File: src/rtl/srdp_pkg.sv
`timescale 1ns / 1ps
// Shared types, widths and constants of the radial deadzone / polar block.
// Holds the CORDIC arctangent table; no dependencies.
package srdp_pkg;

   localparam int RADIUS_W = 7;
   localparam logic [RADIUS_W-1:0] RADIUS_RESET = 7'd60;

   localparam int SQRT_STEPS = 16;
   localparam int DIV_STEPS = 17;
   localparam int STEP_COUNT = SQRT_STEPS + 1 + DIV_STEPS;
   localparam int ATAN_LEN = 24;

   localparam int CW = 28;
   localparam int ZW = 35;

   localparam logic signed [ZW-1:0] PI_Q30 = 35'sd3373259426;
   localparam logic [14:0] ANGLE_LIMIT = 15'd25736;
   localparam logic [15:0] MAG_LIMIT = 16'd32768;
   localparam logic [16:0] MAG_LIMIT_Q = 17'd32768;
   localparam logic [7:0] FULL_SCALE = 8'd128;
   localparam logic [ZW-1:0] ROUND_HALF = 35'd65536;

   typedef struct packed {
      logic [7:0] x_raw;
      logic [7:0] y_raw;
   } req_type;

   typedef struct packed {
      logic [15:0] magnitude;
      logic signed [15:0] angle;
      logic in_deadzone;
   } rsp_type;

   typedef struct packed {
      logic in_dz;
      logic zero;
      logic [RADIUS_W-1:0] r;
      logic [17:0] sq_rem;
      logic [15:0] sq_root;
      logic [31:0] sq_bits;
      logic [7:0] div_rem;
      logic [16:0] div_bits;
      logic [16:0] quot;
      logic [7:0] dvsr;
      logic ovf;
      logic signed [CW-1:0] cx;
      logic signed [CW-1:0] cy;
      logic signed [ZW-1:0] cz;
   } stage_type;

   function automatic logic signed [ZW-1:0] atan_q30(input int idx);
      logic signed [ZW-1:0] val;
      unique case (idx)
         0: val = 35'sh03243F6A8;
         1: val = 35'sh01DAC6705;
         2: val = 35'sh00FADBAFC;
         3: val = 35'sh007F56EA6;
         4: val = 35'sh003FEAB76;
         5: val = 35'sh001FFD55B;
         6: val = 35'sh000FFFAAA;
         7: val = 35'sh0007FFF55;
         8: val = 35'sh0003FFFEA;
         9: val = 35'sh0001FFFFD;
         10: val = 35'sh0000FFFFF;
         11: val = 35'sh00007FFFF;
         12: val = 35'sh00003FFFF;
         13: val = 35'sh00001FFFF;
         14: val = 35'sh00000FFFF;
         15: val = 35'sh000007FFF;
         16: val = 35'sh000003FFF;
         17: val = 35'sh000001FFF;
         18: val = 35'sh000000FFF;
         19: val = 35'sh0000007FF;
         20: val = 35'sh0000003FF;
         21: val = 35'sh0000001FF;
         22: val = 35'sh0000000FF;
         23: val = 35'sh00000007F;
         default: val = '0;
      endcase
      return val;
   endfunction

endpackage

File: src/rtl/srdp_front.sv
`timescale 1ns / 1ps
// Front end: centering, squares, deadzone test and CORDIC pre-rotation.
// Three register stages; depends on srdp_pkg.
module srdp_front (
   input  logic                          clock,
   input  logic                          reset,
   input  logic                          en,
   input  logic                          in_valid,
   input  srdp_pkg::req_type             in_data,
   input  logic [srdp_pkg::RADIUS_W-1:0] radius,
   output logic                          out_valid,
   output srdp_pkg::stage_type           out_stage
);

   logic v0_ff, v1_ff, v2_ff;
   logic signed [8:0] x0_ff, x0_in, y0_ff, y0_in;
   logic [srdp_pkg::RADIUS_W-1:0] r0_ff, r1_ff;

   logic signed [17:0] xsq, ysq;
   logic signed [8:0] abs_x, yrot;
   logic xneg;
   logic [14:0] xx1_ff, yy1_ff;
   logic [13:0] rr1_ff, rr1_in;
   logic zero1_ff;
   logic signed [srdp_pkg::CW-1:0] cx1_ff, cx1_in, cy1_ff, cy1_in;
   logic signed [srdp_pkg::ZW-1:0] cz1_ff, cz1_in;

   logic [15:0] d2;
   srdp_pkg::stage_type stage_ff, stage_in;

   assign x0_in = $signed({1'b0, in_data.x_raw}) - 9'sd128;
   assign y0_in = 9'sd128 - $signed({1'b0, in_data.y_raw});

   assign xsq = x0_ff * x0_ff;
   assign ysq = y0_ff * y0_ff;
   assign rr1_in = 14'(r0_ff) * 14'(r0_ff);
   assign xneg = x0_ff[8];
   assign abs_x = xneg ? -x0_ff : x0_ff;
   assign yrot = xneg ? -y0_ff : y0_ff;

   always_comb begin
      cx1_in = {3'b000, abs_x, 16'h0000};
      cy1_in = {{3{yrot[8]}}, yrot, 16'h0000};
      if (!xneg) begin
         cz1_in = '0;
      end else if (y0_ff[8]) begin
         cz1_in = -srdp_pkg::PI_Q30;
      end else begin
         cz1_in = srdp_pkg::PI_Q30;
      end
   end

   assign d2 = {1'b0, xx1_ff} + {1'b0, yy1_ff};

   always_comb begin
      stage_in = '0;
      stage_in.in_dz = d2 < {2'b00, rr1_ff};
      stage_in.zero = zero1_ff;
      stage_in.r = r1_ff;
      stage_in.sq_bits = {d2, 16'h0000};
      stage_in.cx = cx1_ff;
      stage_in.cy = cy1_ff;
      stage_in.cz = cz1_ff;
   end

   always_ff @(posedge clock) begin
      if (reset) begin
         v0_ff <= 1'b0;
         v1_ff <= 1'b0;
         v2_ff <= 1'b0;
      end else if (en) begin
         v0_ff <= in_valid;
         v1_ff <= v0_ff;
         v2_ff <= v1_ff;
      end
   end

   always_ff @(posedge clock) begin
      if (en) begin
         x0_ff <= x0_in;
         y0_ff <= y0_in;
         r0_ff <= radius;
         xx1_ff <= xsq[14:0];
         yy1_ff <= ysq[14:0];
         rr1_ff <= rr1_in;
         r1_ff <= r0_ff;
         zero1_ff <= (x0_ff == 9'sd0) && (y0_ff == 9'sd0);
         cx1_ff <= cx1_in;
         cy1_ff <= cy1_in;
         cz1_ff <= cz1_in;
         stage_ff <= stage_in;
      end
   end

   assign out_valid = v2_ff;
   assign out_stage = stage_ff;

endmodule

File: config.mk
export PLATFORM = sky130hd
export DESIGN_NAME = srdp_front
export DESIGN_NICKNAME = d
export VERILOG_FILES = /design/src/rtl/srdp_pkg.sv /design/src/rtl/srdp_front.sv
export SDC_FILE = /design/constraint.sdc
export NUM_CORES = 1
export LEC_CHECK = 0
export BUFFER_PORTS_ARGS = -buffer_cell sky130_fd_sc_hd__buf_2
export CORE_MARGIN = 2
export CORE_UTILIZATION = 52
export DETAILED_ROUTE_END_ITERATION = 6
export PLACE_DENSITY = 0.79
export SLEW_MARGIN = 20
export SYNTH_ARGS = -nofsm -noshare
export SYNTH_HDL_FRONTEND = slang
export SYNTH_SLANG_ARGS = --single-unit
File: constraint.sdc
create_clock -name clock -period 4.83 [get_ports clock]
set_input_delay 0.483 -clock clock [delete_from_list [all_inputs] [get_ports clock]]
set_output_delay 0.483 -clock clock [all_outputs]
set_load 0.03 [all_outputs]
# Word level (Yosys, flattened, before mapping)
# Index checks and enable logic that the tools add are counted.
[totals]
register_bits = 211
latch_bits = 0
ram_bits = 0
romBits = 0
in_bits = 27
wordCells = 37
n_memories = 0
[op_classes]
addsub = 5
mul = 3
div = 0
n_lt_le_gt_ge = 1
eq_ne = 0
shifts = 0
mux = 3
n_bitwise = 0
n_reduce_logical = 3
[op_table]
columns = ["op", "count"]
rows = [
  ["$mux W35", 1],
  ["$mul A9 B9 Y15", 2],
  ["$logic_not A9 Y1", 2],
  ["$neg A9 Y9", 2],
  ["$add A15 B15 Y16", 1],
  ["$lt A16 B14 Y1", 1],
  ["$mul A7 B7 Y14", 1],
  ["$mux W9", 1],
  ["$sub A8 B8 Y9 const A", 1],
  ["$sub A8 B8 Y9 const B", 1],
  ["$mux W8", 1],
  ["$logic_and A1 B1 Y1", 1],
]

# Longest topological paths before layout
[logic_depth]
ltp_word = 2
mapped_depth = 19
mapped_depth_nobuf = 18

# Worst setup path after synthesis
# OpenSTA, ideal clock, no wires.
[synth_timing]
path_kind = "register to register"
from = "reg x0_ff[7]"
to = "reg xx1_ff[14], data pin"
setup_ns = 0.260
t_arrival_ns = 5.059
path_slack_ns = -0.489
stages_incl_launch_ff = 19
period_less_slack_ns = 5.319
cell_sequence = "edfxtp_1 -> clkbuf_1 -> buf_1 -> nand2_1 -> fa_1 -> inv_1 -> fa_1 -> inv_1 -> fa_1 -> inv_1 -> fa_1 -> fa_1 -> ha_1 -> nand2_1 -> o21ai_0 -> or4_1 -> a31oi_1 -> o21ai_0 -> xnor2_1"
[synth_between]
elab_chain_cells = 1
[synth_lines]
columns = ["element", "line_no", "rtl"]
rows = [
  ["start, declared", "srdp_front.sv:16", "logic signed [8:0] x0_ff, x0_in, y0_ff, y0_in;"],
  ["start signal, assigned", "srdp_front.sv:80", "x0_ff <= x0_in;"],
  ["$mul A9 B9 Y15", "srdp_front.sv:34", "assign xsq = x0_ff * x0_ff;"],
  ["via xsq[14]", "srdp_front.sv:19", "logic signed [17:0] xsq, ysq;"],
  ["end signal, assigned", "srdp_front.sv:83", "xx1_ff <= xsq[14:0];"],
  ["end, declared", "srdp_front.sv:22", "logic [14:0] xx1_ff, yy1_ff;"],
]
# The timed path passes the listed nets, and every way through them passes these cells.
# A chain may end at the register's enable or synchronous reset.

# Worst setup path in the final report
[layout_timing]
from = "reg y0_ff[7]"
to = "reg yy1_ff[14], data pin"
[layout_between]
elab_chain_cells = 1
[layout_lines]
columns = ["element", "line_no", "rtl"]
rows = [
  ["start, declared", "srdp_front.sv:16", ""],
  ["start signal, assigned", "srdp_front.sv:81", "y0_ff <= y0_in;"],
  ["$mul A9 B9 Y15", "srdp_front.sv:35", "assign ysq = y0_ff * y0_ff;"],
  ["via ysq[14]", "srdp_front.sv:19", ""],
  ["end signal, assigned", "srdp_front.sv:84", "yy1_ff <= ysq[14:0];"],
  ["end, declared", "srdp_front.sv:22", ""],
]
# The timed path passes the listed nets, and every way through them passes these cells.

==> impl_metrics.xml <==
<?xml version="1.0" encoding="UTF-8"?>
<metrics>
  <group name="yosys">
    <metric name="library_cell_occupying_the_most_area_in_the_post_synthesis_netlist" unit="">edfxtp_1</metric>
    <metric name="number_of_synthesized_flops_with_an_enable_pin" unit="">137</metric>
    <metric name="seq_area_frac_synth" unit="">0.3410</metric>
    <metric name="synth_commonest_cells" unit="">buf_4, inv_1, edfxtp_1, ha_1, fa_1</metric>
    <metric name="yosys_register_bits" unit="">140</metric>
    <metric name="synth.most_common_cell" unit="">buf_4</metric>
    <metric name="yosys.cell_types.count" unit="">58</metric>
    <metric name="ys_dominant_reg_cell" unit="">edfxtp_1</metric>
    <metric name="postSynthCellCount" unit="">1120</metric>
    <metric name="post_synth_main_area_contributors" unit="">edfxtp_1, fa_1, ha_1, buf_4, inv_1</metric>
    <metric name="syn_area" unit="sq um">12240</metric>
    <metric name="synthDominantCellAreaShare" unit="">0.3361</metric>
    <metric name="ys_async_sr_fraction" unit="">0</metric>
    <metric name="synthesis.yosys.warnings" unit="">0</metric>
    <metric name="postSynthAreaPerCell" unit="sq um">10.93</metric>
  </group>
  <group name="routing">
    <metric name="route.detailed.vias_per_inst" unit="">4.772</metric>
    <metric name="route.detailed.drc" unit="">0</metric>
    <metric name="ant_nets" unit="">0</metric>
    <metric name="drt_first_iter_violations" unit="">369</metric>
    <metric name="vias" unit="">7549</metric>
    <metric name="routed_wire_length_per_instance" unit="microns">14.27</metric>
    <metric name="drt-total-wl" unit="microns">22580</metric>
    <metric name="drt_first_pass_iters" unit="">5</metric>
  </group>
  <group name="power">
    <metric name="power.combinational.fraction" unit="">0.656</metric>
    <metric name="seqPwrFrac" unit="">0.205</metric>
    <metric name="p_int" unit="mW">5.568</metric>
    <metric name="highest_ir_drop_seen_on_vdd" unit="mV">0.4584</metric>
    <metric name="switching_share" unit="">0.4353</metric>
    <metric name="finalPower" unit="mW">9.860</metric>
    <metric name="pwr-share-clk" unit="">0.139</metric>
    <metric name="power_switching" unit="mW">4.292</metric>
    <metric name="total_leakage_power" unit="nW">6.624</metric>
    <metric name="cellPowerDensity" unit="nW/um^2">721.6</metric>
  </group>
  <group name="global_route">
    <metric name="groute.layer.met1.usage" unit="">0.2300</metric>
    <metric name="grt_antenna_before_repair" unit="">0</metric>
    <metric name="grt_overflow_total" unit="">0</metric>
    <metric name="grtUsageMet2" unit="">0.3310</metric>
    <metric name="via_count_of_the_first_global_routing_pass" unit="">7631</metric>
    <metric name="grt_max_degree" unit="">108</metric>
    <metric name="first_pass_grt_wire_length" unit="microns">36130</metric>
    <metric name="grt-busiest-layer" unit="">met2</metric>
    <metric name="grt_util_overall" unit="">0.1861</metric>
    <metric name="met3_routing_resource_usage_after_global_routing" unit="">0.02863</metric>
  </group>
  <group name="setup_path">
    <metric name="critical_path_buf_inv_count" unit="">2</metric>
    <metric name="path_common_cell" unit="">fa_1</metric>
    <metric name="setup.worst_path.start_class" unit="">register</metric>
    <metric name="path_max_fanout" unit="">4</metric>
    <metric name="crit_path_cell_trace" unit="">and2_4 -&gt; fa_1 -&gt; inv_1 -&gt; fa_1 -&gt; inv_2 -&gt; fa_1 -&gt; fa_1 -&gt; fa_1 -&gt; ha_4 -&gt; nand2_2 -&gt; o21ai_2 -&gt; or4_4 -&gt; a31oi_4 -&gt; o21ai_2 -&gt; xnor2_1</metric>
    <metric name="worst-endpoint-arrival" unit="ps">4940</metric>
    <metric name="crit_family" unit="">adder cells</metric>
    <metric name="worst_path_largest_cell_delay" unit="ps">570</metric>
    <metric name="critPathKind" unit="">reg -&gt; reg</metric>
    <metric name="worstPathRequired" unit="ps">5000</metric>
    <metric name="critical_path.slowest_cell" unit="">fa_1</metric>
    <metric name="worstSetupEndpointType" unit="">register</metric>
  </group>
  <group name="placement">
    <metric name="gp_routability_congestion" unit="">0.8922</metric>
    <metric name="worst_case_setup_slack_after_placement" unit="ps">6.598</metric>
    <metric name="placedCellCount" unit="">1542</metric>
    <metric name="port-buffer-count" unit="">107</metric>
    <metric name="dpl_cell_area" unit="sq um">12790</metric>
    <metric name="dpl.hpwl" unit="microns">17750</metric>
  </group>
  <group name="timing">
    <metric name="fin_crit_sh" unit="">0.9872</metric>
    <metric name="tightestPinTransition" unit="ps">998.2</metric>
    <metric name="count_of_pins_over_their_slew_limit" unit="">0</metric>
    <metric name="finalSetupTns" unit="ps">0</metric>
    <metric name="peak_freq" unit="MHz">209.7</metric>
    <metric name="worst_clock_skew" unit="ps">8.691</metric>
    <metric name="final.min_clock_period" unit="ps">4768</metric>
    <metric name="setup_ws_final" unit="ps">61.84</metric>
    <metric name="timing.final.setup_violations" unit="">0</metric>
    <metric name="unrepaired_setup_endpoints_after_global_routing" unit="">true</metric>
    <metric name="hold_viol" unit="">0</metric>
    <metric name="relSlewSlack" unit="">0.3345</metric>
    <metric name="hold_slack" unit="ps">231.0</metric>
  </group>
  <group name="die">
    <metric name="initial_utilization" unit="">0.5262</metric>
    <metric name="die_w" unit="microns">157.4</metric>
    <metric name="floorplan.rows" unit="">56</metric>
    <metric name="design.core.area" unit="sq um">23260</metric>
    <metric name="fp.dieArea" unit="sq um">24790</metric>
    <metric name="num_io_pins" unit="">245</metric>
    <metric name="dieHeight" unit="microns">157.4</metric>
  </group>
  <group name="clocking">
    <metric name="cts.root.buffer_cell" unit="">clkbuf_16</metric>
    <metric name="cts-buffers-inserted" unit="">17</metric>
    <metric name="number_of_sinks_on_the_clock_net" unit="">140</metric>
    <metric name="tritoncts_clock_tree" unit="">built</metric>
    <metric name="worstSkewPairLatency" unit="ps">430</metric>
    <metric name="hold_buffers" unit="">0</metric>
    <metric name="cts_max_path_buffers" unit="">2</metric>
    <metric name="clk_pin_slew" unit="ps">70</metric>
    <metric name="htree_num_levels" unit="">4</metric>
  </group>
  <group name="finish">
    <metric name="finalNetCount" unit="">1507</metric>
    <metric name="post_route_cell_area" unit="sq um">13660</metric>
    <metric name="finish.cell_count_without_fillers" unit="">1582</metric>
    <metric name="area_growth_syn_to_layout" unit="%">11.61</metric>
    <metric name="drive_above_1_share" unit="">0.2106</metric>
    <metric name="fin_util" unit="">0.5873</metric>
    <metric name="antenna-diode-count" unit="">0</metric>
  </group>
  <group name="outcome">
    <metric name="outcome" unit="">complete, no violations</metric>
  </group>
  <group name="min_path">
    <metric name="hold_class" unit="">in -&gt; reg</metric>
  </group>
  <group name="job">
    <metric name="timing.max_cap.violations" unit="">0</metric>
  </group>
</metrics>
[routing by layer]
metal | vias to the layer above | routed length (microns)
met5 | - | 0
met4 | 0 | 442
met3 | 37 | 1202
met2 | 255 | 11570
met1 | 3657 | 9366
li1 | 3600 | -
[area by class of cell]
| cell class | count | area [sq um] |
|---|---|---|
| repair buffers | 166 | 1008 |
| inverters | 171 | 645.6 |
| multi-input cells | 754 | 6819 |
| clock inverters | 14 | 177.7 |
| fillers | 1859 | 9599 |
| well taps | 319 | 399.1 |
| clock buffers | 18 | 439.2 |
| flip-flops and latches | 140 | 4174 |
[registers in the layout (all words and copies together) (netlist names), 3 cells and up]
signal	flops
yy1_ff	14
cy1_ff	8
xx1_ff	14
x0_ff	8
out_stage	46
cx1_ff	8
y0_ff	9
r0_ff	7
cz1_ff	3
rr1_ff	12
r1_ff	7
[path summary, 6_finish.rpt]
check / startpoint / end / slack (ps) / cells past startpoint
setup / recovery: y0_ff[7] / yy1_ff[14] / 60 / 15
hold / removal: radius[5] / r0_ff[5] / 230 / 1
setup reg to reg: y0_ff[7] / yy1_ff[14] / 60 / 15
hold reg to reg: cx1_ff[23] / out_stage[86] / 420 / 0
[kinds of logic after synthesis]
logic type | after synthesis | share of synthesized area
AND/OR/NAND/NOR | 199 | 0.07451
multiplexers | 6 | 0.005008
buffers and inverters | 362 | 0.1634
adder cells (fa/ha/maj) | 230 | 0.2989
XOR/XNOR | 85 | 0.06081
other | 1 | 0.0003063
flip-flops | 140 | 0.3410
AO/OA/AOI/OAI | 97 | 0.05611
[cells in the final DEF, fill, tap and decap left out, types with 4 or more instances in the layout]
cell       count
nor2_1        54
o21ai_2        5
inv_6          4
conb_1       137
nand3_1        6
nand2b_1       6
o21a_1         5
buf_6          4
xnor2_1       65
a21oi_1       19
fa_2           4
xor2_1        19
buf_2        106
inv_1        158
nor2b_1        8
nor3_1        10
a21o_1        14
fa_1         100
a21oi_2        4
and2_1        19
clkbuf_16     17
edfxtp_1     137
inv_8          4
nand4_1        5
o21ai_0       17
inv_2         12
ha_1         117
nand2_1       62
nor2_2         5
mux2i_1        5
ha_4           7
buf_4         55
nand2_2        6
[power groups by stage]
stage                     combinational (mW)  sequential, mW  clock, mW
after CTS                               6.11            2.03       1.40
final                                   6.47            2.03       1.37
after detailed placement                6.02            2.05          0
after floorplan                         4.60            2.17          0
after global placement                  5.80            2.04          0
after global routing                    7.27            2.06       1.44
[repair_timing]
item	CTS	global route
setup buffers	3	5
hold endpoints to repair	0	0
resized for setup	1	50
endpoints found under the setup margin	2	7
pin swaps	0	27
Power figures use the tool's default switching activity.
