$ cat src/rtl/srdp_pkg.sv
`timescale 1ns / 1ps
// Shared types, widths and constants of the radial deadzone / polar block.
// Holds the CORDIC arctangent table; no dependencies.
package srdp_pkg;

   localparam int RADIUS_W = 7;
   localparam logic [RADIUS_W-1:0] RADIUS_RESET = 7'd60;

   localparam int SQRT_STEPS = 16;
   localparam int DIV_STEPS = 17;
   localparam int STEP_COUNT = SQRT_STEPS + 1 + DIV_STEPS;
   localparam int ATAN_LEN = 24;

   localparam int CW = 28;
   localparam int ZW = 35;

   localparam logic signed [ZW-1:0] PI_Q30 = 35'sd3373259426;
   localparam logic [14:0] ANGLE_LIMIT = 15'd25736;
   localparam logic [15:0] MAG_LIMIT = 16'd32768;
   localparam logic [16:0] MAG_LIMIT_Q = 17'd32768;
   localparam logic [7:0] FULL_SCALE = 8'd128;
   localparam logic [ZW-1:0] ROUND_HALF = 35'd65536;

   typedef struct packed {
      logic [7:0] x_raw;
      logic [7:0] y_raw;
   } req_type;

   typedef struct packed {
      logic [15:0] magnitude;
      logic signed [15:0] angle;
      logic in_deadzone;
   } rsp_type;

   typedef struct packed {
      logic in_dz;
      logic zero;
      logic [RADIUS_W-1:0] r;
      logic [17:0] sq_rem;
      logic [15:0] sq_root;
      logic [31:0] sq_bits;
      logic [7:0] div_rem;
      logic [16:0] div_bits;
      logic [16:0] quot;
      logic [7:0] dvsr;
      logic ovf;
      logic signed [CW-1:0] cx;
      logic signed [CW-1:0] cy;
      logic signed [ZW-1:0] cz;
   } stage_type;

   function automatic logic signed [ZW-1:0] atan_q30(input int idx);
      logic signed [ZW-1:0] val;
      unique case (idx)
         0: val = 35'sh03243F6A8;
         1: val = 35'sh01DAC6705;
         2: val = 35'sh00FADBAFC;
         3: val = 35'sh007F56EA6;
         4: val = 35'sh003FEAB76;
         5: val = 35'sh001FFD55B;
         6: val = 35'sh000FFFAAA;
         7: val = 35'sh0007FFF55;
         8: val = 35'sh0003FFFEA;
         9: val = 35'sh0001FFFFD;
         10: val = 35'sh0000FFFFF;
         11: val = 35'sh00007FFFF;
         12: val = 35'sh00003FFFF;
         13: val = 35'sh00001FFFF;
         14: val = 35'sh00000FFFF;
         15: val = 35'sh000007FFF;
         16: val = 35'sh000003FFF;
         17: val = 35'sh000001FFF;
         18: val = 35'sh000000FFF;
         19: val = 35'sh0000007FF;
         20: val = 35'sh0000003FF;
         21: val = 35'sh0000001FF;
         22: val = 35'sh0000000FF;
         23: val = 35'sh00000007F;
         default: val = '0;
      endcase
      return val;
   endfunction

endpackage

$ cat src/rtl/srdp_step.sv
`timescale 1ns / 1ps
// One pipeline stage: a square-root digit, a divider setup or quotient bit, and in the
// first CORDIC_USED stages a CORDIC vectoring rotation, chosen by stage index. Depends on srdp_pkg.
module srdp_step #(
   parameter int K = 0,
   parameter int CORDIC_USED = 16
) (
   input  logic                clock,
   input  logic                reset,
   input  logic                en,
   input  logic                in_valid,
   input  srdp_pkg::stage_type in_stage,
   output logic                out_valid,
   output srdp_pkg::stage_type out_stage
);

   logic valid_ff;
   srdp_pkg::stage_type stage_ff, stage_in;

   logic [17:0] sq_rem_n;
   logic [15:0] sq_root_n;
   logic [31:0] sq_bits_n;
   logic [7:0] div_rem_n;
   logic [16:0] div_bits_n;
   logic [16:0] quot_n;
   logic [7:0] dvsr_n;
   logic ovf_n;
   logic signed [srdp_pkg::CW-1:0] cx_n, cy_n;
   logic signed [srdp_pkg::ZW-1:0] cz_n;

   generate
      if (K < srdp_pkg::SQRT_STEPS) begin : g_sqrt
         always_comb begin
            logic [19:0] t;
            logic [19:0] trial;
            logic [19:0] diff;
            logic ge;
            t = {in_stage.sq_rem, in_stage.sq_bits[31:30]};
            trial = {2'b00, in_stage.sq_root, 2'b01};
            diff = t - trial;
            ge = t >= trial;
            sq_rem_n = ge ? diff[17:0] : t[17:0];
            sq_root_n = {in_stage.sq_root[14:0], ge};
            sq_bits_n = {in_stage.sq_bits[29:0], 2'b00};
         end
      end else begin : g_sqrt_hold
         assign sq_rem_n = in_stage.sq_rem;
         assign sq_root_n = in_stage.sq_root;
         assign sq_bits_n = in_stage.sq_bits;
      end
   endgenerate

   generate
      if (K == srdp_pkg::SQRT_STEPS) begin : g_div_setup
         always_comb begin
            logic [15:0] base;
            logic [15:0] diff;
            logic [22:0] num;
            base = {1'b0, in_stage.r, 8'h00};
            diff = (in_stage.sq_root >= base) ? in_stage.sq_root - base : 16'h0000;
            num = {diff, 7'b0000000};
            dvsr_n = srdp_pkg::FULL_SCALE - {1'b0, in_stage.r};
            ovf_n = {2'b00, diff} >= {dvsr_n, 10'b0000000000};
            div_rem_n = {2'b00, num[22:17]};
            div_bits_n = num[16:0];
            quot_n = '0;
         end
      end else if (K > srdp_pkg::SQRT_STEPS) begin : g_div_step
         always_comb begin
            logic [8:0] t;
            logic [8:0] diff;
            logic ge;
            t = {in_stage.div_rem, in_stage.div_bits[16]};
            diff = t - {1'b0, in_stage.dvsr};
            ge = t >= {1'b0, in_stage.dvsr};
            div_rem_n = ge ? diff[7:0] : t[7:0];
            div_bits_n = {in_stage.div_bits[15:0], 1'b0};
            quot_n = {in_stage.quot[15:0], ge};
            dvsr_n = in_stage.dvsr;
            ovf_n = in_stage.ovf;
         end
      end else begin : g_div_hold
         assign div_rem_n = in_stage.div_rem;
         assign div_bits_n = in_stage.div_bits;
         assign quot_n = in_stage.quot;
         assign dvsr_n = in_stage.dvsr;
         assign ovf_n = in_stage.ovf;
      end
   endgenerate

   generate
      if (K < CORDIC_USED) begin : g_cordic
         localparam logic signed [srdp_pkg::ZW-1:0] ATAN_K = srdp_pkg::atan_q30(K);
         always_comb begin
            logic signed [srdp_pkg::CW-1:0] x_c;
            logic signed [srdp_pkg::CW-1:0] y_c;
            logic signed [srdp_pkg::CW-1:0] dx;
            logic signed [srdp_pkg::CW-1:0] dy;
            x_c = in_stage.cx;
            y_c = in_stage.cy;
            dx = y_c >>> K;
            dy = x_c >>> K;
            if (!y_c[srdp_pkg::CW-1]) begin
               cx_n = x_c + dx;
               cy_n = y_c - dy;
               cz_n = in_stage.cz + ATAN_K;
            end else begin
               cx_n = x_c - dx;
               cy_n = y_c + dy;
               cz_n = in_stage.cz - ATAN_K;
            end
         end
      end else begin : g_cordic_hold
         assign cx_n = in_stage.cx;
         assign cy_n = in_stage.cy;
         assign cz_n = in_stage.cz;
      end
   endgenerate

   always_comb begin
      stage_in = in_stage;
      stage_in.sq_rem = sq_rem_n;
      stage_in.sq_root = sq_root_n;
      stage_in.sq_bits = sq_bits_n;
      stage_in.div_rem = div_rem_n;
      stage_in.div_bits = div_bits_n;
      stage_in.quot = quot_n;
      stage_in.dvsr = dvsr_n;
      stage_in.ovf = ovf_n;
      stage_in.cx = cx_n;
      stage_in.cy = cy_n;
      stage_in.cz = cz_n;
   end

   always_ff @(posedge clock) begin
      if (reset) begin
         valid_ff <= 1'b0;
      end else if (en) begin
         valid_ff <= in_valid;
      end
   end

   always_ff @(posedge clock) begin
      if (en) begin
         stage_ff <= stage_in;
      end
   end

   assign out_valid = valid_ff;
   assign out_stage = stage_ff;

endmodule

$ cat config.mk
export PLATFORM = sky130hd
export DESIGN_NAME = srdp_step
export DESIGN_NICKNAME = d
export VERILOG_FILES = /design/src/rtl/srdp_pkg.sv /design/src/rtl/srdp_step.sv
export SDC_FILE = /design/constraint.sdc
export NUM_CORES = 1
export LEC_CHECK = 0
export ABC_AREA = 1
export BUFFER_PORTS_ARGS = -buffer_cell sky130_fd_sc_hd__buf_4
export CORE_MARGIN = 5
export CORE_UTILIZATION = 35
export DETAILED_ROUTE_END_ITERATION = 7
export PLACE_DENSITY = 0.65
export SETUP_SLACK_MARGIN = 0.2
export SYNTH_ARGS = -nofsm -noshare
export SYNTH_HDL_FRONTEND = slang
export SYNTH_SLANG_ARGS = --single-unit
$ cat constraint.sdc
create_clock -name clock -period 4.5 [get_ports clock]
set_input_delay 0.45 -clock clock [delete_from_list [all_inputs] [get_ports clock]]
set_output_delay 0.45 -clock clock [all_outputs]
set_load 0.005 [all_outputs]
* After elaboration in Yosys (flattened, before gate mapping) *
Index checks and enable logic that the tools add are counted.

operators by class
  multiplexer cells = 4
  add/sub/neg operators = 6
  magnitude comparators = 1

operators by type and width
  kind                                                                    count
  28-bit 2-to-1 mux                                                       2
  28-bit subtractor                                                       2
  35-bit by 31-bit adder with 35-bit output (second input constant)       1
  35-bit 2-to-1 mux                                                       1
  35-bit by 31-bit subtractor with 35-bit output (second input constant)  1
  28-bit adder                                                            1
  20-bit by 18-bit greater-or-equal comparator with 1-bit output          1
  18-bit 2-to-1 mux                                                       1
  18-bit subtractor                                                       1

word-level totals
  flip-flop bits (word level) = 216
  word-level logic and storage cells = 26

* Longest topological paths before layout *
Gate-level depths: netlist (run 1).

  word-level depth = 2
  gate-level depth with buffers = 16

* Least setup slack after synthesis (run 1) *
OpenSTA, ideal clock, no wires.

  path kind = input to register
  start = input in_stage[62] in the netlist's numbering
  end = register stage_ff, in the netlist out_stage[28], data pin
  path buffers = 1
  setup slack = 2166 ps
  data required time = 4248 ps
  library setup time = 252 ps
  arrival time = 2081 ps
  stages = 12
  cell sequence = inv_2 > buf_2 > ha_1 > a21oi_1 > nand2_1 > nand3_1 > nand2_1 > a21oi_1 > nand2b_1 > nand2_1 > nand2_1 > nand2_1

on the way
  longest elaborated chain between the ends = 1

RTL lines
  item                  RTL line          text
  from (decl)           srdp_step.sv:12   input srdp_pkg::stage_type in_stage,
  35-bit 2-to-1 mux     srdp_step.sv:103  if (!y_c[srdp_pkg::CW-1]) begin
  via cz_n (one bit)    srdp_step.sv:29   logic signed [srdp_pkg::ZW-1:0] cz_n;
  to (signal assigned)  srdp_step.sv:145  stage_ff <= stage_in;
  to (decl)             srdp_step.sv:18   srdp_pkg::stage_type stage_ff, stage_in;

The timed path passes the listed nets, and every way through them passes these cells.
A chain may end at the register's enable or synchronous reset.

* Worst setup path after layout (run 1) *
  start = input in_stage[62] in the netlist's numbering
  end = register stage_ff, in the netlist out_stage[33], data pin

The elaborated chain is that of the path after synthesis.

==> run metrics, run 1 <==
crit-path cells buf_4 > inv_2 > buf_4 > ha_1 > a21oi_1 > o21ai_0 > a21oi_1 > nand2_1 > nand3_1 > nand2_1 > nand2_1 > nand2_1; width of the die approximately 220 microns; Starting Density 35.3%; multi-input logic area 8120 sq um; CP max-delay cell buf_4; syn avg cell area ~8 sq um; # DRC 0; post-route minimum period 2510 ps; worst hold path type in -> reg; register area about 6400 sq um; Inst Count DP 3060; vias per cell 5.06; count of final max-slew check failures 0; # setup viols final 0; most frequent cells in the layout nand2_1 (612), buf_4 (437), inv_1 (298), edfxtp_1 (214), nand3_1 (171); Worst EP arrival ~2800 ps; post_cts resized 0; Post-CTS Hold Buffers 1; Max stage delay on crit path 570 ps; CTS tree built; First DRT Iteration DRCs between 1k and 1.5k; Util after Layout a little under half; Clock Path Buffers 3; Clock Latency Late Sink 560 ps; # IOs 439; Ys Warns 0; Least-Margin Pin Slew 1030 ps; DRT Pass-1 Iters 6; CTS buffer count 26; Final Cycle Share 55.8%; Root Driver clkbuf_16; Rel. slew slack a little under a third; number of synthesized flops with an enable pin 214; die height 224 microns; Placement Rows 78; hold_ws 61.3 ps; Worst Skew 0 ps; final net count 2851; worst path required time 4830 ps; Yosys cell types 47; core area 45400 sq um; CTS H-tree depth 1; Tot GR Track Use 23.0%; antenna viol nets, final 0; wl on met1 23600 microns; Crit path top cell by count nand2_1; register area share after synthesis 40.2%; FMAX 398 MHz; largest net degree at the start of global routing roughly 120; uppermost layer routed met4; Post-CTS Setup Inserts 0; IO Port Bufs about 440; Top FF cell, synth edfxtp_1; Crit Path Max Fanout 54; WL met3 3620 microns; Worst VDD drop 0.000287 V; vias in the first global route approximately 16k; metal2 WL 31800 microns; Synth Instances approximately 2k; RSZ-0062 raised after global routing no; Non-Filler Instances between 3k and 4k; drt wl/cell 19.5 microns; Pwr Density 332 nW/um^2; Routability Congestion 0.953; Final HPWL DP 49900 microns; Area Growth Syn to Fin 29.7%; Final TNS setup 0 ps; gr ovfl total 0; Via Count roughly 16k; Reg clk slew, reported paths around 60 ps; Total Wirelength 60800 microns; Hold Violations, Final 0; Die Area 50200 sq um; first-pass GRT wire length slightly above 90000 microns; Crit Path Class in -> reg; initial antenna violation count 2; P_leak 10.3 nW; Max Cap Violations 0; Startpoint Class primary input; CTS sink count 215; outcome complete, no violations; Setup crit end kind flop; share of layout cells above drive strength 1 21.8%; most common cell after layout, fill and taps aside nand2_1; Layout fillers 4419; Post-Synthesis Cell Area approximately 16000 sq um; fraction of registers with async set/reset 0%; flops & latches, synth 215
==> where the power goes <==
| part | internal (mW) | leakage [nW] | total [mW] | switching [mW] |
|---|---|---|---|---|
| logic | 0.800 | 7.74 | 1.99 | 1.19 |
| registers | 2.49 | 2.10 | 2.57 | 0.0802 |
| clock network | 1.44 | 0.460 | 2.35 | 0.907 |
==> cell usage after synthesis, drive strengths merged, types with 11 or more instances <==
library cell / n / area [sq um]
ha: 137 / 1710
edfxtp: 214 / 6430
nand4: 36 / 225
xnor2: 11 / 96.3
a21oi: 150 / 785
buf: 36 / 269
nor2: 148 / 596
nand3: 174 / 886
nor3: 16 / 80.1
nand2: 630 / 2420
o21bai: 18 / 135
inv: 309 / 1160
xor2: 36 / 323
o21ai: 90 / 484
==> path summary, 6_finish.rpt <==
kind,slack [ps],from,end,cells past startpoint
worst max-delay path,1990,in_stage[62],out_stage[33]$_DFFE_PP_,12
worst min-delay path,60,in_stage[167],out_stage[169]$_DFFE_PP_,1
worst max register to register,3920,out_valid$_SDFFE_PP0P_,out_valid$_SDFFE_PP0P_,2
worst min register to register,510,out_valid$_SDFFE_PP0P_,out_valid$_SDFFE_PP0P_,2
==> flip-flops by register name, indices dropped and copies added (netlist names) <==
name	flops
out_stage	214
out_valid	1
==> metrics by stage <==
stage | cell area [sq um] | worst slack, ps | total power, mW
4_1_cts | 20800 | 2050 | 6.98
6_report | 20800 | 1990 | 6.91
5_1_grt | 20800 | 1790 | 7.26
3_5_place_dp | 19800 | 1450 | 4.59
3_3_place_gp | 19800 | 1470 | 4.58
2_1_floorplan | 16000 | 2170 | 3.61
==> area by class of cell <==
class	instances	share of cell area (%)
diodes	1	0.0120
clock buffers	30	3.30
clock inverters	18	1.27
inverters	311	5.64
multi-input cells	1494	39.1
flip-flops and latches	215	31.0
well taps	600	3.61
repair buffers	441	16.1
==> per-layer routing <==
| metal | track usage [%] | up-vias |
|---|---|---|
| met5 | 0 | - |
| met4 | 6.36 | 0 |
| met3 | 3.26 | 91 |
| met2 | 43.8 | 567 |
| met1 | 26.9 | 7453 |
| li1 | - | 7621 |
==> logic make-up after synthesis <==
group | share of synthesized area [%]
adders and majority gates | 11.2
DFF | 40.2
other | 0.0234
muxes | 0.0625
and+or+nand+nor | 26.8
AOI/OAI and AO/OA | 10.0
buffers and inverters | 9.11
xor gates and xnor gates | 2.62
==> critical path: cells and delay by family <==
kind	cells	cell delay, ps
buffers and inverters	3	920
AO/OA/AOI/OAI	3	590
adder cells (fa/ha/maj)	1	400
AND/OR/NAND/NOR	5	470
No activity file was read; power rests on OpenSTA's default activity.
==> run 2: changes to the inputs <==
--- a/config.mk
+++ b/config.mk
@@ -10,7 +10,7 @@
 export CORE_MARGIN = 5
 export CORE_UTILIZATION = 35
 export DETAILED_ROUTE_END_ITERATION = 7
-export PLACE_DENSITY = 0.65
+export PLACE_DENSITY = 0.67
 export SETUP_SLACK_MARGIN = 0.2
 export SYNTH_ARGS = -nofsm -noshare
 export SYNTH_HDL_FRONTEND = slang
==> constraint.sdc (replaced) <==
create_clock -name clock -period 2.1 [get_ports clock]
set_input_delay 0.21 -clock clock [delete_from_list [all_inputs] [get_ports clock]]
set_output_delay 0.21 -clock clock [all_outputs]
set_load 0.005 [all_outputs]
==> run 2 against run 1 <==
Final area is 17% higher; clock power is 88% higher; critical path depth is 2 lower; combinational power grew to 2.6 times the previous value; largest power group unchanged; non-clock buffer count is 419 higher; clock skew stayed put; highest routed layer unchanged; via count is 10% higher; sequential power is 120% higher.
==> run metrics, run 2 (same netlist as run 1, synthesis figures left out) <==
antenna viol nets, final 0; outcome complete, no violations; Pwr Total about 15 mW; Placement Rows 78; Hold Violations, Final 0; worst path required time 2410 ps; Reg clk slew, reported paths 70 ps; vias in the first global route 17.6k; vias per cell just under 5; worst hold path type in -> reg; CTS H-tree depth 1; Final TNS setup 0 ps; hold_sp in_stage[4]; CTS sink count 215; Final HPWL DP 51800 microns; uppermost layer routed met4; gr ovfl total 0; WL met3 ~4000 microns; width of the die 224 microns; Worst VDD drop 0.000553 V; # setup viols final 0; Least-Margin Pin Slew 721 ps; CTS buffer count 25; largest net degree at the start of global routing 65; Rel. slew slack 51.9%; count of final max-slew check failures 0; Tot GR Track Use 24.3%; Crit Path Max Fanout 6; Routability Congestion 0.977; Clock Path Buffers 3; Crit Path Class in -> reg; # IOs 439; final net count 3271; hold path cells 2; Area Growth Syn to Fin 52.2%; initial antenna violation count 4; worst r2r src out_valid$_SDFFE_PP0P_; first-pass GRT wire length 97000 microns; wl on met1 25000 microns; metal2 WL 33300 microns; Max Cap Violations 0; Starting Density 35.3%; Worst EP arrival 2190 ps; # DRC 0; post-route minimum period 1880 ps; most frequent cells in the layout buf_4 (717), nand2_1 (602), inv_1 (291), edfxtp_1 (214), nand3_1 (170); R2R Setup Slk 910 ps; P_leak roughly 12 nW; CTS tree built; Worst Skew 0 ps; Setup crit end kind flop; max reg flops ~210; most common cell after layout, fill and taps aside buf_4; Die Area 50200 sq um; Total Wirelength 65100 microns; drt wl/cell 18.4 microns; die height 224 microns; FMAX 531 MHz; DRT Pass-1 Iters 6; core area 45400 sq um; Clock Latency Late Sink 550 ps; Non-Filler Instances 3531; RSZ-0062 raised after global routing no; Via Count between 15k and 20k; R2R depth 3; Inst Count DP 3345; share of layout cells above drive strength 1 between 20% and 30%; Startpoint Class primary input; Pwr Density 622 nW/um^2; worst r2r dst out_valid$_SDFFE_PP0P_; Root Driver clkbuf_16; Final Cycle Share 89.7%; IO Port Bufs 436; hold path endpoint out_stage[4]$_DFFE_PP_; First DRT Iteration DRCs 1104
## run 2: cell count changes in the layout (fill, tap and decap cells not counted), sizes merged
cell	before	now
clkinvlp	1	2
diode	1	4
bufinv	6	3
clkinv	12	9
buf	439	730
dlymetal6s4s	0	5
clkbuf	31	34
inv	310	311
dlygate4sd3	1	124
## run 2: power by group
part | internal (mW) | total, mW | switching [mW]
combinational | 2.48 | 5.23 | 2.75
sequential | 5.34 | 5.54 | 0.201
clock | 2.56 | 4.41 | 1.84
total | 10.4 | 15.2 | 4.79
## run 2: metrics by stage
stage / utilization (%) / instance area, sq um / hold WS [ps] / worst slack (ps)
6_report: 53.7 / 24400 / 37.0 / 217
3_5_place_dp: 48.5 / 22000 / 375 / -222
4_1_cts: 53.1 / 24100 / 15.5 / 205
2_1_floorplan: - / 16000 / 282 / 210
3_3_place_gp: 48.5 / 22000 / 366 / -288
5_1_grt: 53.7 / 24400 / 28.6 / 193
## run 2: worst max-delay path: stages
cell and delay, ps:
dlygate4sd3_1 540, buf_4 150, ha_4 220, a211oi_2 290, nand2_1 110, nor2_2 170
nand2_4 90, buf_12 140, buf_6 130, xor2_2 140
## run 2: worst max path at each step
stage / startpoint / to / slack [ps] / cells after the start
after floorplan: in_stage[62] / out_stage[28]$_DFFE_PP_ / 210 / 12
after global placement: in_stage[62] / out_stage[32]$_DFFE_PP_ / -290 / 11
after detailed placement: in_stage[62] / out_stage[32]$_DFFE_PP_ / -220 / 11
after CTS: in_stage[180] / out_stage[196]$_DFFE_PP_ / 210 / 14
after global routing: in_stage[186] / out_stage[190]$_DFFE_PP_ / 190 / 13
final: in_stage[205] / out_stage[190]$_DFFE_PP_ / 220 / 10
## run 2: area by class of cell
type | instances | area (sq um)
sequential | 215 | 6450
timing repair inverter | 2 | 17.5
tap | 600 | 751
clock buffer | 33 | 656
inverter | 311 | 1180
multi-input combinational | 1494 | 8280
antenna | 4 | 10.0
fill | 4115 | 21000
clock inverter | 12 | 148
timing repair buffer | 860 | 6900
## run 2: timing repair
action	CTS	global route
resized for setup	0	58
hold buffers	129	0
setup buffers	0	6
endpoints found under the hold margin	128	0
setup endpoints to repair	0	22
## run 2: routing by layer
metal	global-route usage, %	vias to the layer above
li1	-	8471
met1	27.6	8110
met2	45.8	601
met3	3.47	128
met4	9.57	0
met5	0	-
